<file path="src/design/ice_maker_supervisor_macros.svh">
// Assertion helpers shared by the supervisor RTL.
`ifndef ICE_MAKER_SUPERVISOR_MACROS_SVH
`define ICE_MAKER_SUPERVISOR_MACROS_SVH

// Checks a property on every rising edge of clk while reset is released.
`define IMS_ASSERT(label, prop, msg) \
    label: assert property (@(posedge clk) disable iff (!rst_n) (prop)) else $error(msg);

// Same check, taken only on cycles where the qualifier is high.
`define IMS_ASSERT_WHEN(label, qual, prop, msg) \
    label: assert property (@(posedge clk) disable iff (!rst_n) (qual) |-> (prop)) \
        else $error(msg);

`endif

</file>
<file path="src/design/ims_pkg.sv">
package ims_pkg;

    // Configuration register indexes.
    localparam logic [2:0] REG_PUMP_TIMEOUT  = 3'd0;
    localparam logic [2:0] REG_COOLDOWN      = 3'd1;
    localparam logic [2:0] REG_DEFROST       = 3'd2;
    localparam logic [2:0] REG_BIN_PAUSE     = 3'd3;
    localparam logic [2:0] REG_BIN_DELAY     = 3'd4;
    localparam logic [2:0] REG_INRUSH_GRACE  = 3'd5;
    localparam logic [2:0] REG_CURRENT_LIMIT = 3'd6;
    localparam logic [2:0] REG_IR_THRESHOLD  = 3'd7;

    // Configuration reset values.
    localparam logic [31:0] RST_PUMP_TIMEOUT  = 32'd60000;
    localparam logic [31:0] RST_COOLDOWN      = 32'd180000;
    localparam logic [31:0] RST_DEFROST       = 32'd300000;
    localparam logic [31:0] RST_BIN_PAUSE     = 32'd600000;
    localparam logic [31:0] RST_BIN_DELAY     = 32'd5000;
    localparam logic [31:0] RST_INRUSH_GRACE  = 32'd2000;
    localparam logic [15:0] RST_CURRENT_LIMIT = 16'd1500;
    localparam logic [9:0]  RST_IR_THRESHOLD  = 10'd512;

    // Panel button codes.
    localparam logic [1:0] BTN_IDLE  = 2'd0;
    localparam logic [1:0] BTN_POWER = 2'd1;
    localparam logic [1:0] BTN_LIGHT = 2'd2;
    localparam logic [1:0] BTN_OTHER = 2'd3;

    // Bit positions in the actuator latch word.
    localparam int LAT_PUMP     = 0;
    localparam int LAT_UV       = 1;
    localparam int LAT_COMP     = 2;
    localparam int LAT_FAN      = 3;
    localparam int LAT_AUGER    = 4;
    localparam int LAT_BINLIGHT = 5;

    typedef struct packed {
        logic [31:0] pump_timeout_ms;
        logic [31:0] cooldown_ms;
        logic [31:0] defrost_ms;
        logic [31:0] bin_pause_ms;
        logic [31:0] bin_delay_ms;
        logic [31:0] inrush_grace_ms;
        logic [15:0] current_limit_ma;
        logic [9:0]  ir_threshold;
    } cfg_t;

    typedef struct packed {
        logic [31:0] now_ms;
        logic        float_full;
        logic        float_empty;
        logic        bin_inserted;
        logic [9:0]  ir_level;
        logic [15:0] auger_current_ma;
        logic        button_valid;
        logic [1:0]  button_code;
    } tick_t;

    typedef struct packed {
        logic [5:0] latches;
        logic [4:0] panel_lights;
        logic       halted;
    } res_t;

    typedef struct packed {
        logic        powered;
        logic        light_on;
        logic        empty_halt;
        logic        defrosting;
        logic        bin_is_full;
        logic        pump_running;
        logic        comp_running;
        logic        cooldown_pending;
        logic        bin_checking;
        logic [31:0] pump_start_at;
        logic [31:0] comp_stop_at;
        logic [31:0] comp_start_at;
        logic [31:0] defrost_start_at;
        logic [31:0] bin_check_at;
        logic [31:0] bin_full_at;
        logic [1:0]  last_button;
        logic [5:0]  latches;
    } sup_state_t;

endpackage

</file>
<file path="src/design/ims_cfg_regs.sv">
module ims_cfg_regs
    import ims_pkg::*;
(
    input  logic        clk,
    input  logic        rst_n,
    input  logic        cfg_valid,
    input  logic [2:0]  cfg_index,
    input  logic [31:0] cfg_data,
    output logic        cfg_ready,
    output cfg_t        cfg
);

    cfg_t cfg_reg;
    cfg_t cfg_next;

    // The register file takes a write in every cycle.
    assign cfg_ready = 1'b1;
    assign cfg      = cfg_reg;

    // Decode the index and replace the addressed register.
    always_comb
    begin
        cfg_next = cfg_reg;
        if (cfg_valid)
        begin
            case (cfg_index)
                REG_PUMP_TIMEOUT:  cfg_next.pump_timeout_ms  = cfg_data;
                REG_COOLDOWN:      cfg_next.cooldown_ms      = cfg_data;
                REG_DEFROST:       cfg_next.defrost_ms       = cfg_data;
                REG_BIN_PAUSE:     cfg_next.bin_pause_ms     = cfg_data;
                REG_BIN_DELAY:     cfg_next.bin_delay_ms     = cfg_data;
                REG_INRUSH_GRACE:  cfg_next.inrush_grace_ms  = cfg_data;
                REG_CURRENT_LIMIT: cfg_next.current_limit_ma = cfg_data[15:0];
                REG_IR_THRESHOLD:  cfg_next.ir_threshold     = cfg_data[9:0];
                default:           cfg_next = cfg_reg;
            endcase
        end
    end

    always_ff @(posedge clk or negedge rst_n)
    begin
        if (!rst_n)
        begin
            cfg_reg.pump_timeout_ms  <= RST_PUMP_TIMEOUT;
            cfg_reg.cooldown_ms      <= RST_COOLDOWN;
            cfg_reg.defrost_ms       <= RST_DEFROST;
            cfg_reg.bin_pause_ms     <= RST_BIN_PAUSE;
            cfg_reg.bin_delay_ms     <= RST_BIN_DELAY;
            cfg_reg.inrush_grace_ms  <= RST_INRUSH_GRACE;
            cfg_reg.current_limit_ma <= RST_CURRENT_LIMIT;
            cfg_reg.ir_threshold     <= RST_IR_THRESHOLD;
        end
        else
        begin
            cfg_reg <= cfg_next;
        end
    end

endmodule

</file>
<file path="src/design/ims_tick_logic.sv">
module ims_tick_logic
    import ims_pkg::*;
(
    input  logic  clk,
    input  logic  rst_n,
    input  logic  advance,
    input  tick_t tick,
    input  cfg_t  cfg,
    output res_t  res
);

`include "ice_maker_supervisor_macros.svh"

    sup_state_t st_reg;
    sup_state_t st_next;

    logic [31:0] now;
    logic        seen;
    logic        halt;
    logic        done;

    assign now = tick.now_ms;

    // One control tick: button, then the halted branch or the run rules in order.
    always_comb
    begin
        st_next = st_reg;
        halt    = 1'b0;
        done    = 1'b0;
        seen    = (tick.ir_level >= cfg.ir_threshold);

        // A fresh button reading is applied once per change of code.
        if (tick.button_valid && (tick.button_code != st_reg.last_button))
        begin
            if (tick.button_code == BTN_POWER)
            begin
                st_next.powered    = !st_reg.powered;
                st_next.empty_halt = 1'b0;
            end
            else if (tick.button_code == BTN_LIGHT)
            begin
                st_next.light_on              = !st_reg.light_on;
                st_next.latches[LAT_BINLIGHT] = !st_reg.light_on;
            end
            st_next.last_button = tick.button_code;
        end

        if (!st_next.powered || st_next.empty_halt || st_next.defrosting
            || st_next.bin_is_full)
        begin
            // Halted: drop every drive but the bin light and let timers expire.
            halt            = 1'b1;
            st_next.latches = st_next.latches & (6'd1 << LAT_BINLIGHT);
            st_next.pump_running = 1'b0;
            if (st_next.comp_running)
            begin
                st_next.comp_stop_at     = now;
                st_next.comp_running     = 1'b0;
                st_next.cooldown_pending = 1'b1;
            end
            if (!tick.bin_inserted)
            begin
                st_next.empty_halt   = 1'b0;
                st_next.bin_is_full  = 1'b0;
                st_next.bin_checking = 1'b0;
            end
            if (st_next.defrosting
                && ((now - st_next.defrost_start_at) > cfg.defrost_ms))
            begin
                st_next.defrosting = 1'b0;
            end
            if (st_next.bin_is_full
                && ((now - st_next.bin_full_at) > cfg.bin_pause_ms))
            begin
                st_next.bin_is_full = 1'b0;
            end
        end
        else
        begin
            // Pumping too long means the supply tank ran dry.
            if (st_next.pump_running
                && ((now - st_next.pump_start_at) > cfg.pump_timeout_ms))
            begin
                st_next.empty_halt = 1'b1;
                done               = 1'b1;
            end

            if (!done)
            begin
                // Float hysteresis on the reservoir.
                if (tick.float_empty && !st_next.pump_running)
                begin
                    st_next.latches[LAT_PUMP] = 1'b1;
                    st_next.latches[LAT_UV]   = 1'b1;
                    st_next.pump_running      = 1'b1;
                    st_next.pump_start_at     = now;
                end
                else if (tick.float_full && st_next.pump_running)
                begin
                    st_next.latches[LAT_PUMP] = 1'b0;
                    st_next.latches[LAT_UV]   = 1'b0;
                    st_next.pump_running      = 1'b0;
                end

                // A blocked beam held long enough marks the bin full.
                if (seen)
                begin
                    st_next.bin_checking = 1'b0;
                end
                else if (!st_next.bin_checking)
                begin
                    st_next.bin_checking = 1'b1;
                    st_next.bin_check_at = now;
                end
                else if ((now - st_next.bin_check_at) > cfg.bin_delay_ms)
                begin
                    st_next.bin_is_full = 1'b1;
                    st_next.bin_full_at = now;
                    done                = 1'b1;
                end
            end

            // Compressor start waits for cooldown and a clear beam.
            if (!done && !st_next.comp_running)
            begin
                if (st_next.cooldown_pending)
                begin
                    if ((now - st_next.comp_stop_at) < cfg.cooldown_ms)
                    begin
                        done = 1'b1;
                    end
                    else
                    begin
                        st_next.cooldown_pending = 1'b0;
                    end
                end
                if (!done && st_next.bin_checking)
                begin
                    done = 1'b1;
                end
                if (!done)
                begin
                    st_next.latches[LAT_COMP]  = 1'b1;
                    st_next.latches[LAT_FAN]   = 1'b1;
                    st_next.latches[LAT_AUGER] = 1'b1;
                    st_next.comp_start_at      = now;
                    st_next.comp_running       = 1'b1;
                end
            end

            // Auger overcurrent after the inrush window means a jam.
            if (!done && (tick.auger_current_ma >= cfg.current_limit_ma)
                && ((now - st_next.comp_start_at) > cfg.inrush_grace_ms))
            begin
                st_next.defrosting       = 1'b1;
                st_next.defrost_start_at = now;
            end
        end

        res.latches      = st_next.latches;
        res.panel_lights = {st_reg.comp_running, st_reg.light_on, st_reg.empty_halt,
                            st_reg.defrosting, st_reg.powered};
        res.halted       = halt;
    end

    always_ff @(posedge clk or negedge rst_n)
    begin
        if (!rst_n)
        begin
            st_reg <= '0;
        end
        else if (advance)
        begin
            st_reg <= st_next;
        end
    end

    // The run flags and the drive latches move together.
    `IMS_ASSERT(a_pump_latch, st_reg.pump_running == st_reg.latches[LAT_PUMP], "pump vs latch")
    `IMS_ASSERT(a_comp_latch, st_reg.comp_running == st_reg.latches[LAT_AUGER], "comp vs latch")
    `IMS_ASSERT_WHEN(a_cool_idle, st_reg.cooldown_pending, !st_reg.comp_running, "cool while on")

endmodule

</file>
<file path="src/design/ice_maker_supervisor.sv">
// Ice-maker supervisor.
// Input channel: one beat per control tick (timestamp, float and bin switches,
// IR level, auger current and panel button), handshake in_valid / in_stall.
// Output channel: one beat per tick with the actuator drives, the panel lights
// and the halted flag, handshake out_valid / out_stall.
// Configuration channel: cfg_valid / cfg_ready with a register index and data;
// cfg_ready is always high; writes must be made while no tick is in flight,
// which the block does not enforce. An accepted tick goes through the input
// register and then the result register. A tick is taken every cycle unless
// in_stall is high: the rules run in one pass of combinational logic between
// the two, and the state is updated as the tick enters the result register.
// When the receiver stalls, the result holds and the input register still
// loads; in_stall rises only when both registers are full and the result is
// stalled.
// Reset clears all flags, time stamps and drives and reloads the register
// defaults; no tick is pending after reset.
module ice_maker_supervisor
    import ims_pkg::*;
(
    input  logic        clk,
    input  logic        rst_n,
    input  logic        cfg_valid,
    output logic        cfg_ready,
    input  logic [2:0]  cfg_index,
    input  logic [31:0] cfg_data,
    input  logic        in_valid,
    output logic        in_stall,
    input  logic [31:0] now_ms,
    input  logic        float_full,
    input  logic        float_empty,
    input  logic        bin_inserted,
    input  logic [9:0]  ir_level,
    input  logic [15:0] auger_current_ma,
    input  logic        button_valid,
    input  logic [1:0]  button_code,
    output logic        out_valid,
    input  logic        out_stall,
    output logic        pump_on,
    output logic        uv_on,
    output logic        compressor_on,
    output logic        fan_on,
    output logic        auger_on,
    output logic        bin_light_on,
    output logic [4:0]  panel_lights,
    output logic        halted
);

`include "ice_maker_supervisor_macros.svh"

    cfg_t  cfg;
    tick_t tick_reg;
    logic  tick_vld_reg;
    logic  tick_vld_next;
    res_t  res;
    res_t  res_reg;
    logic  res_vld_reg;
    logic  res_vld_next;
    logic  res_free;
    logic  advance;
    logic  take;
    logic  drives_idle;
    logic  followers_ok;

    ims_cfg_regs u_cfg (
        .clk       (clk),
        .rst_n     (rst_n),
        .cfg_valid (cfg_valid),
        .cfg_index (cfg_index),
        .cfg_data  (cfg_data),
        .cfg_ready (cfg_ready),
        .cfg       (cfg)
    );

    ims_tick_logic u_tick (
        .clk     (clk),
        .rst_n   (rst_n),
        .advance (advance),
        .tick    (tick_reg),
        .cfg     (cfg),
        .res     (res)
    );

    // Pipeline flow: the result register frees up when its beat is taken.
    assign res_free = !res_vld_reg || !out_stall;
    assign advance  = tick_vld_reg && res_free;
    assign in_stall = tick_vld_reg && !res_free;
    assign take     = in_valid && !in_stall;

    assign tick_vld_next = take || (tick_vld_reg && !advance);
    assign res_vld_next  = advance || (res_vld_reg && !res_free);

    always_ff @(posedge clk or negedge rst_n)
    begin
        if (!rst_n)
        begin
            tick_vld_reg <= 1'b0;
            res_vld_reg  <= 1'b0;
        end
        else
        begin
            tick_vld_reg <= tick_vld_next;
            res_vld_reg  <= res_vld_next;
        end
    end

    // Payload registers.
    always_ff @(posedge clk)
    begin
        if (take)
        begin
            tick_reg <= '{now_ms, float_full, float_empty, bin_inserted, ir_level,
                          auger_current_ma, button_valid, button_code};
        end
        if (advance)
        begin
            res_reg <= res;
        end
    end

    // Result beat fields.
    assign out_valid     = res_vld_reg;
    assign pump_on       = res_reg.latches[LAT_PUMP];
    assign uv_on         = res_reg.latches[LAT_UV];
    assign compressor_on = res_reg.latches[LAT_COMP];
    assign fan_on        = res_reg.latches[LAT_FAN];
    assign auger_on      = res_reg.latches[LAT_AUGER];
    assign bin_light_on  = res_reg.latches[LAT_BINLIGHT];
    assign panel_lights  = res_reg.panel_lights;
    assign halted        = res_reg.halted;

    assign drives_idle  = !pump_on && !compressor_on && !auger_on;
    assign followers_ok = (uv_on == pump_on) && (fan_on == compressor_on);

    // A halted tick leaves only the bin light driven; follower drives track.
    `IMS_ASSERT_WHEN(a_halt_drives, out_valid && halted, drives_idle, "drive on halted beat")
    `IMS_ASSERT_WHEN(a_followers, out_valid, followers_ok, "follower drive out of step")
    `IMS_ASSERT_WHEN(a_no_loss, in_stall, ##1 tick_vld_reg, "pending tick dropped under stall")

endmodule

</file>
<file path="config.mk">
export PLATFORM = sky130hd
export DESIGN_NAME = ice_maker_supervisor
export DESIGN_NICKNAME = d
export VERILOG_FILES = /design/src/design/ims_pkg.sv /design/src/design/ims_cfg_regs.sv /design/src/design/ims_tick_logic.sv /design/src/design/ice_maker_supervisor.sv
export VERILOG_INCLUDE_DIRS = /design/src /design/src/design
export SDC_FILE = /design/constraint.sdc
export NUM_CORES = 1
export LEC_CHECK = 0
export BUFFER_PORTS_ARGS = -buffer_cell sky130_fd_sc_hd__buf_2
export CORE_ASPECT_RATIO = 0.6
export CORE_MARGIN = 2
export CORE_UTILIZATION = 40
export DETAILED_ROUTE_END_ITERATION = 10
export SYNTH_ARGS = -nofsm -noshare
export SYNTH_HDL_FRONTEND = slang
export SYNTH_SLANG_ARGS = --single-unit
</file>
<file path="constraint.sdc">
create_clock -name clk -period 18.4 [get_ports clk]
set_input_delay 0 -clock clk [delete_from_list [all_inputs] [get_ports clk]]
set_output_delay 0 -clock clk [all_outputs]
set_load 0.01 [all_outputs]
</file>
==> results of run 1 <==
-- through the flow --
| stage | worst slack, ns | instance area (um^2) | hold slack, ns | util | std cells |
|---|---|---|---|---|---|
| 4_1_cts | 6.614 | 37720 | 0.03842 | 0.4629 | 4701 |
| 5_1_grt | 5.668 | 37720 | 0.06161 | 0.4629 | 4701 |
| 3_3_place_gp | 6.832 | 34960 | 0.02273 | 0.4291 | 4507 |
| 2_1_floorplan | 7.889 | 32920 | -0.2956 | - | 3339 |
| 6_report | 6.595 | 37720 | 0.07679 | 0.4629 | 4701 |
| 3_5_place_dp | 6.648 | 34960 | 0.008448 | 0.4291 | 4507 |
-- cells by family after synthesis --
family | count (synthesis) | synth area share
AOI/OAI and AO/OA | 808 | 0.1502
xor gates and xnor gates | 170 | 0.04524
adders and majority gates | 409 | 0.1568
buffers and inverters | 503 | 0.05759
DFF | 505 | 0.3974
muxes | 279 | 0.09431
other | 1 | 0.0001139
and+or+nand+nor | 664 | 0.09826
-- power by group through the flow --
stage	Combinational [mW]	Sequential, mW	Clock [mW]
6_report	3.80	1.64	1.12
5_1_grt	4.30	1.68	1.19
4_1_cts	3.78	1.64	1.15
3_5_place_dp	3.73	1.66	0
3_3_place_gp	3.70	1.65	0
2_1_floorplan	2.85	1.62	0
-- worst max path at each step --
stage / startpoint / end / cells past startpoint / slack, ns
6_report: tick_reg[32] / u_tick.st_reg[98] / 49 / 6.59
2_1_floorplan: tick_reg[32] / u_tick.st_reg[100] / 50 / 7.89
3_5_place_dp: tick_reg[32] / u_tick.st_reg[86] / 49 / 6.65
3_3_place_gp: tick_reg[32] / u_tick.st_reg[87] / 49 / 6.83
4_1_cts: tick_reg[32] / u_tick.st_reg[98] / 49 / 6.61
5_1_grt: tick_reg[32] / u_tick.st_reg[89] / 49 / 5.67
-- cells in the mapped netlist, drive strengths merged, types with 51 or more instances --
cell type / instances / area, um^2
inv: 431 / 1618
ha: 403 / 5042
dfrtp: 378 / 9459
o21ai: 284 / 1421
nand2: 261 / 979.7
mux2: 249 / 2804
a21oi: 215 / 1076
xnor2: 121 / 1060
a21o: 114 / 855.8
nor2: 107 / 401.6
edfxtp: 76 / 2282
clkbuf: 63 / 236.5
dfstp: 51 / 1340
-- worst reg2reg max path: cells and delay by family (launching register included) --
family                   cells  cell delay, ns
AO/OA/AOI/OAI               22            5.21
XOR/XNOR                     2            0.17
adder cells (fa/ha/maj)      6            1.83
buffers and inverters        5            1.40
flip-flops                   1            0.40
multiplexers                 1            0.45
AND/OR/NAND/NOR             13            2.22
-- layout make-up --
cell class / instances / area share
clock buffers: 73 / 0.03765
clock inverters: 19 / 0.008027
inverters: 431 / 0.04289
multi-input cells: 2331 / 0.4765
flip-flops and latches: 505 / 0.3468
well taps: 1079 / 0.03579
repair buffers: 263 / 0.05241
-- layer usage --
layer,wire length [um],vias to the layer above,track usage
met5,0,-,0
met4,1583,0,0.04579
met3,7970,104,0.05331
met2,33290,695,0.2829
met1,50250,11797,0.3644
li1,-,12213,-
-- what timing repair did --
action | in CTS | in global routing
hold endpoints to repair | 371 | 0
hold buffers | 102 | 0
resized for setup | 0 | 0
buffers inserted | 0 | 0
==> run_results.csv, run 1 <==
group,metric,value,unit
final_layout,area.sequential,13080,um^2
worst_setup_path,start_kind,"register",
worst_setup_path,reg2reg_slack,6.59,ns
outcome,outcome,"completed",
detailed_routing,antenna_left,0,
worst_setup_path,crit_slowest_cell,"a2111oi_0",
sta,hold_viol,0,
floorplanning,core_area,81480,um^2
cts,cts_root_buf,"clkbuf_16",
hold_path,hold_path.class,"in2reg",
power_and_ir_drop,p_int,3.835,mW
placement,place.gp.congestion,0.9034,
worst_setup_path,required,18.89,ns
yosys,dominantRegCellSynth,"dfrtp_1",
yosys,avgSynthCellArea,9.858,um^2
power_and_ir_drop,p_comb_frac,0.579,
global_route,grt_pass1_wl,143.3,mm
power_and_ir_drop,finalPower,6.568,mW
final_layout,area.growth.synth_to_final,14.60,%
final_layout,final_common_cell,"inv_1",
sta,rsz0062_at_grt,"no",
floorplanning,ios,119,
detailed_routing,drtPass1Iterations,5,
detailed_routing,vias,24809,
hold_path,hold_start,"now_ms[6]",
global_route,track_usage,0.2220,
sta,setup_viol,0,
final_layout,layout.nets,4095,
yosys,synthesis.nets,3852,
cts,htreeDepth,2,
global_route,antenna_found_initial,8,
detailed_routing,post-route-drc-count,0,
power_and_ir_drop,clkPwrFrac,0.171,
worst_setup_path,r2r-start,"tick_reg[32]",
yosys,synth_edf_count,76,
detailed_routing,drt_wl_total,93.09,mm
yosys,synth_seq_cells,505,
job,max_cap_viol_count,0,
final_layout,mostFrequentLayoutCells,"inv_1 (431), ha_1 (403), dfrtp_1 (378)",
yosys,async_reset_ff_frac,0.8495,
worst_setup_path,r2r_cells,49,
placement,post-dp-hpwl,69.08,mm
power_and_ir_drop,peakVddDrop,0.07875,mV
floorplanning,die_area,84670,um^2
sta,clock_skew,0.02996,ns
cts,clkTransAtPathRegs,0.07,ns
worst_setup_path,slowest_delay,0.70,ns
final_layout,fill_cells,7742,
detailed_routing,drt_iter0_markers,2035,
placement,port_buffers,117,
global_route,grt_max_degree,169,
worst_setup_path,r2r_end,"u_tick.st_reg[98]",
global_route,grt_pass1_vias,23776,
power_and_ir_drop,seqPwrFrac,0.250,
floorplanning,start_util,0.4040,
sta,fin_setup_tns,0,ns
hold_path,hold_depth,2,
worst_setup_path,cp.arrival,12.30,ns
cts,worst_skew_pair.late_latency,0.62,ns
cts,cts_buffers,50,
floorplanning,die_h,226.2,um
final_layout,multi_input_area,17970,um^2
hold_path,hold_end,"tick_reg[38]",
cts,numClockSinks,505,
detailed_routing,post_drt_wl_per_cell,19.80,um
sta,finalCritPeriodShare,0.6416,
worst_setup_path,cp-end-kind,"register",
sta,fmaxAchievable,84.71,MHz
final_layout,diodes,0,
detailed_routing,via_per_inst,5.277,
cts,clk_path_buf_depth,3,
power_and_ir_drop,p_leak,17.85,nW
sta,worst_pin_slew,1.057,ns
sta,period_needed,11.81,ns
floorplanning,die_x,374.3,um
cts,cts_tree,"done",
sta,drv_slew,0,
worst_setup_path,critPathKind,"reg2reg",
yosys,yosys.cell_types.count,79,
power_and_ir_drop,switching_share,0.4162,
worst_setup_path,crit_family,"compound AO/OA/AOI/OAI gates",
global_route,grt.overflow.total,0,
final_layout,largest_reg_flops,218,
yosys,ys_warn_count,0,
sta,slew_headroom,0.2951,
yosys,seq_area_frac_synth,0.3974,
worst_setup_path,cp_max_fo,45,
worst_setup_path,cp_num_buf_inv,5,
floorplanning,num_rows,81,
worst_setup_path,path_common_cell,"a21oi_1",
power_and_ir_drop,p_switching,2.734,mW
power_and_ir_drop,power_density,174.1,nW/um^2
yosys,synth_cells,3339,
yosys,syn_area,32920,um^2
final_layout,drive_gt1_frac,0.1557,
(Power assumes the default switching activity.)
==> run 2, diff against run 1 <==
Clock period 18.4 ns to 11.9 ns, I/O delays scaled along.
==> run_results.csv, run 2 (synthesis gave the netlist of run 1 again) <==
group,metric,value,unit
final_layout,area.growth.synth_to_final,15.14,%
power_and_ir_drop,finalPower,10.24,mW
worst_setup_path,cp-end-kind,"register",
cts,worst_skew_pair.late_latency,0.64,ns
detailed_routing,post_drt_wl_per_cell,20.43,um
worst_setup_path,required,12.42,ns
floorplanning,core_area,81480,um^2
placement,post-dp-hpwl,72.09,mm
detailed_routing,vias,25073,
sta,clock_skew,0.02443,ns
floorplanning,die_x,374.3,um
worst_setup_path,path_common_cell,"a21oi_1",
sta,fmaxAchievable,89.15,MHz
sta,fin_setup_tns,0,ns
cts,clkTransAtPathRegs,0.07,ns
worst_setup_path,reg2reg_slack,0.68,ns
worst_setup_path,r2r_end,"u_tick.st_reg[99]",
worst_setup_path,slowest_delay,0.58,ns
floorplanning,ios,119,
floorplanning,num_rows,81,
outcome,violations,"hold timing",
detailed_routing,drtPass1Iterations,5,
cts,numClockSinks,505,
detailed_routing,via_per_inst,5.317,
sta,drv_slew,0,
job,max_cap_viol_count,0,
power_and_ir_drop,peakVddDrop,0.1529,mV
detailed_routing,post-route-drc-count,0,
final_layout,mostFrequentLayoutCells,"inv_1 (431), ha_1 (403), dfrtp_1 (378)",
sta,slew_headroom,0.1313,
worst_setup_path,r2r-start,"tick_reg[32]",
sta,worst_pin_slew,1.289,ns
cts,htreeDepth,2,
placement,port_buffers,117,
final_layout,multi_input_area,17980,um^2
final_layout,area.sequential,13080,um^2
global_route,grt.overflow.total,0,
worst_setup_path,crit_start,"tick_reg[32]",
floorplanning,die_area,84670,um^2
cts,clk_path_buf_depth,3,
final_layout,fill_cells,7705,
power_and_ir_drop,p_leak,17.93,nW
cts,cts_root_buf,"clkbuf_16",
power_and_ir_drop,power_density,270.1,nW/um^2
placement,place.gp.congestion,0.9428,
final_layout,layout.nets,4103,
worst_setup_path,crit_slowest_cell,"a2111oi_1",
detailed_routing,drt_iter0_markers,2363,
worst_setup_path,cp.arrival,11.74,ns
worst_setup_path,r2r_cells,48,
floorplanning,start_util,0.4040,
global_route,grt_max_degree,148,
outcome,outcome,"complete, but fails checks",
final_layout,drive_gt1_frac,0.1615,
sta,finalCritPeriodShare,0.9427,
worst_setup_path,critPathKind,"reg2reg",
global_route,track_usage,0.2295,
global_route,antenna_found_initial,19,
worst_setup_path,cp_max_fo,33,
cts,cts_tree,"done",
sta,hold-worst-slack,-0.009017,ns
sta,period_needed,11.22,ns
hold_path,hold_path.class,"in2async",
final_layout,largest_reg_flops,218,
sta,hold_viol,3,
sta,setup_viol,0,
detailed_routing,antenna_left,0,
worst_setup_path,start_kind,"register",
worst_setup_path,endpoint,"u_tick.st_reg[99]",
floorplanning,die_h,226.2,um
cts,cts_buffers,52,
global_route,grt_pass1_vias,23884,
sta,rsz0062_at_grt,"no",
detailed_routing,drt_wl_total,96.37,mm
final_layout,final_common_cell,"inv_1",
global_route,grt_pass1_wl,147.3,mm
## run 2: cell types whose count changed in the layout (fill, tap and decap cells not counted), moves of 4 or more
cell        previous run  this run
inv_6                  1         5
buf_4                 43        50
clkbuf_16             52        56
clkinvlp_4             1         6
clkbuf_1              17         4
clkinv_1               2         6
## run 2: layout make-up
| cell class | instances | share of cell area |
|---|---|---|
| flip-flops and latches | 505 | 0.3452 |
| repair buffers | 269 | 0.05309 |
| well taps | 1079 | 0.03562 |
| multi-input cells | 2331 | 0.4744 |
| diodes | 3 | 0.0001981 |
| inverters | 431 | 0.04269 |
| clock buffers | 64 | 0.03883 |
| clock inverters | 34 | 0.01000 |
## run 2: worst max-delay path, delay by kind of cell, from the launching register on
family / cells / cell delay (ns)
and+or+nand+nor: 11 / 1.76
AOI/OAI and AO/OA: 24 / 5.76
muxes: 1 / 0.41
xor gates and xnor gates: 2 / 0.22
DFF: 1 / 0.43
buffers and inverters: 4 / 0.69
adders and majority gates: 6 / 1.73
## run 2: report_power, final
group | leakage [nW] | total (mW) | internal [mW] | switching [mW]
combinational | 11.2 | 5.88 | 2.63 | 3.25
clock | 0.895 | 1.81 | 1.04 | 0.772
sequential | 5.82 | 2.55 | 2.30 | 0.253
total | 17.9 | 10.2 | 5.96 | 4.27
## run 2: worst min-delay path by stage
stage	from	end	slack, ns	cells after the start
6_report	rst_n	u_cfg.cfg[198]	-0.009	2
5_1_grt	rst_n	u_cfg.cfg[198]	0.05	2
2_1_floorplan	rst_n	async pin	-0.30	0
4_1_cts	rst_n	u_cfg.cfg[196]	0.02	2
3_5_place_dp	rst_n	u_cfg.cfg[196]	0.11	1
3_3_place_gp	rst_n	u_cfg.cfg[198]	0.12	1
## run 2: repair_timing
| item | CTS | global route |
|---|---|---|
| endpoints found under the hold margin | 395 | 0 |
| buffers inserted | 0 | 1 |
| setup endpoints to repair | 0 | 32 |
| gates resized for setup | 0 | 2 |
| hold buffers | 100 | 0 |
## run 2: metal layers
layer / share of wire / routed length (um) / vias up / GRT usage
li1: - / - / 12247 / -
met1: 0.54 / 52130 / 11942 / 0.3771
met2: 0.35 / 33380 / 786 / 0.2854
met3: 0.097 / 9342 / 98 / 0.06686
met4: 0.016 / 1515 / 0 / 0.04084
met5: 0 / 0 / - / 0
## run 2: per-stage QoR
step / cell area, um^2 / std cells / worst slack (ns) / hold WS, ns / utilization
3_3_place_gp: 35010 / 4514 / 0.8277 / 0.1188 / 0.4297
2_1_floorplan: 32920 / 3339 / 1.389 / -0.2956 / -
3_5_place_dp: 35010 / 4514 / 0.7583 / 0.1124 / 0.4297
4_1_cts: 37870 / 4712 / 0.7194 / 0.02245 / 0.4647
6_report: 37900 / 4716 / 0.6824 / -0.009017 / 0.4651
5_1_grt: 37890 / 4713 / 0.01946 / 0.05031 / 0.4650
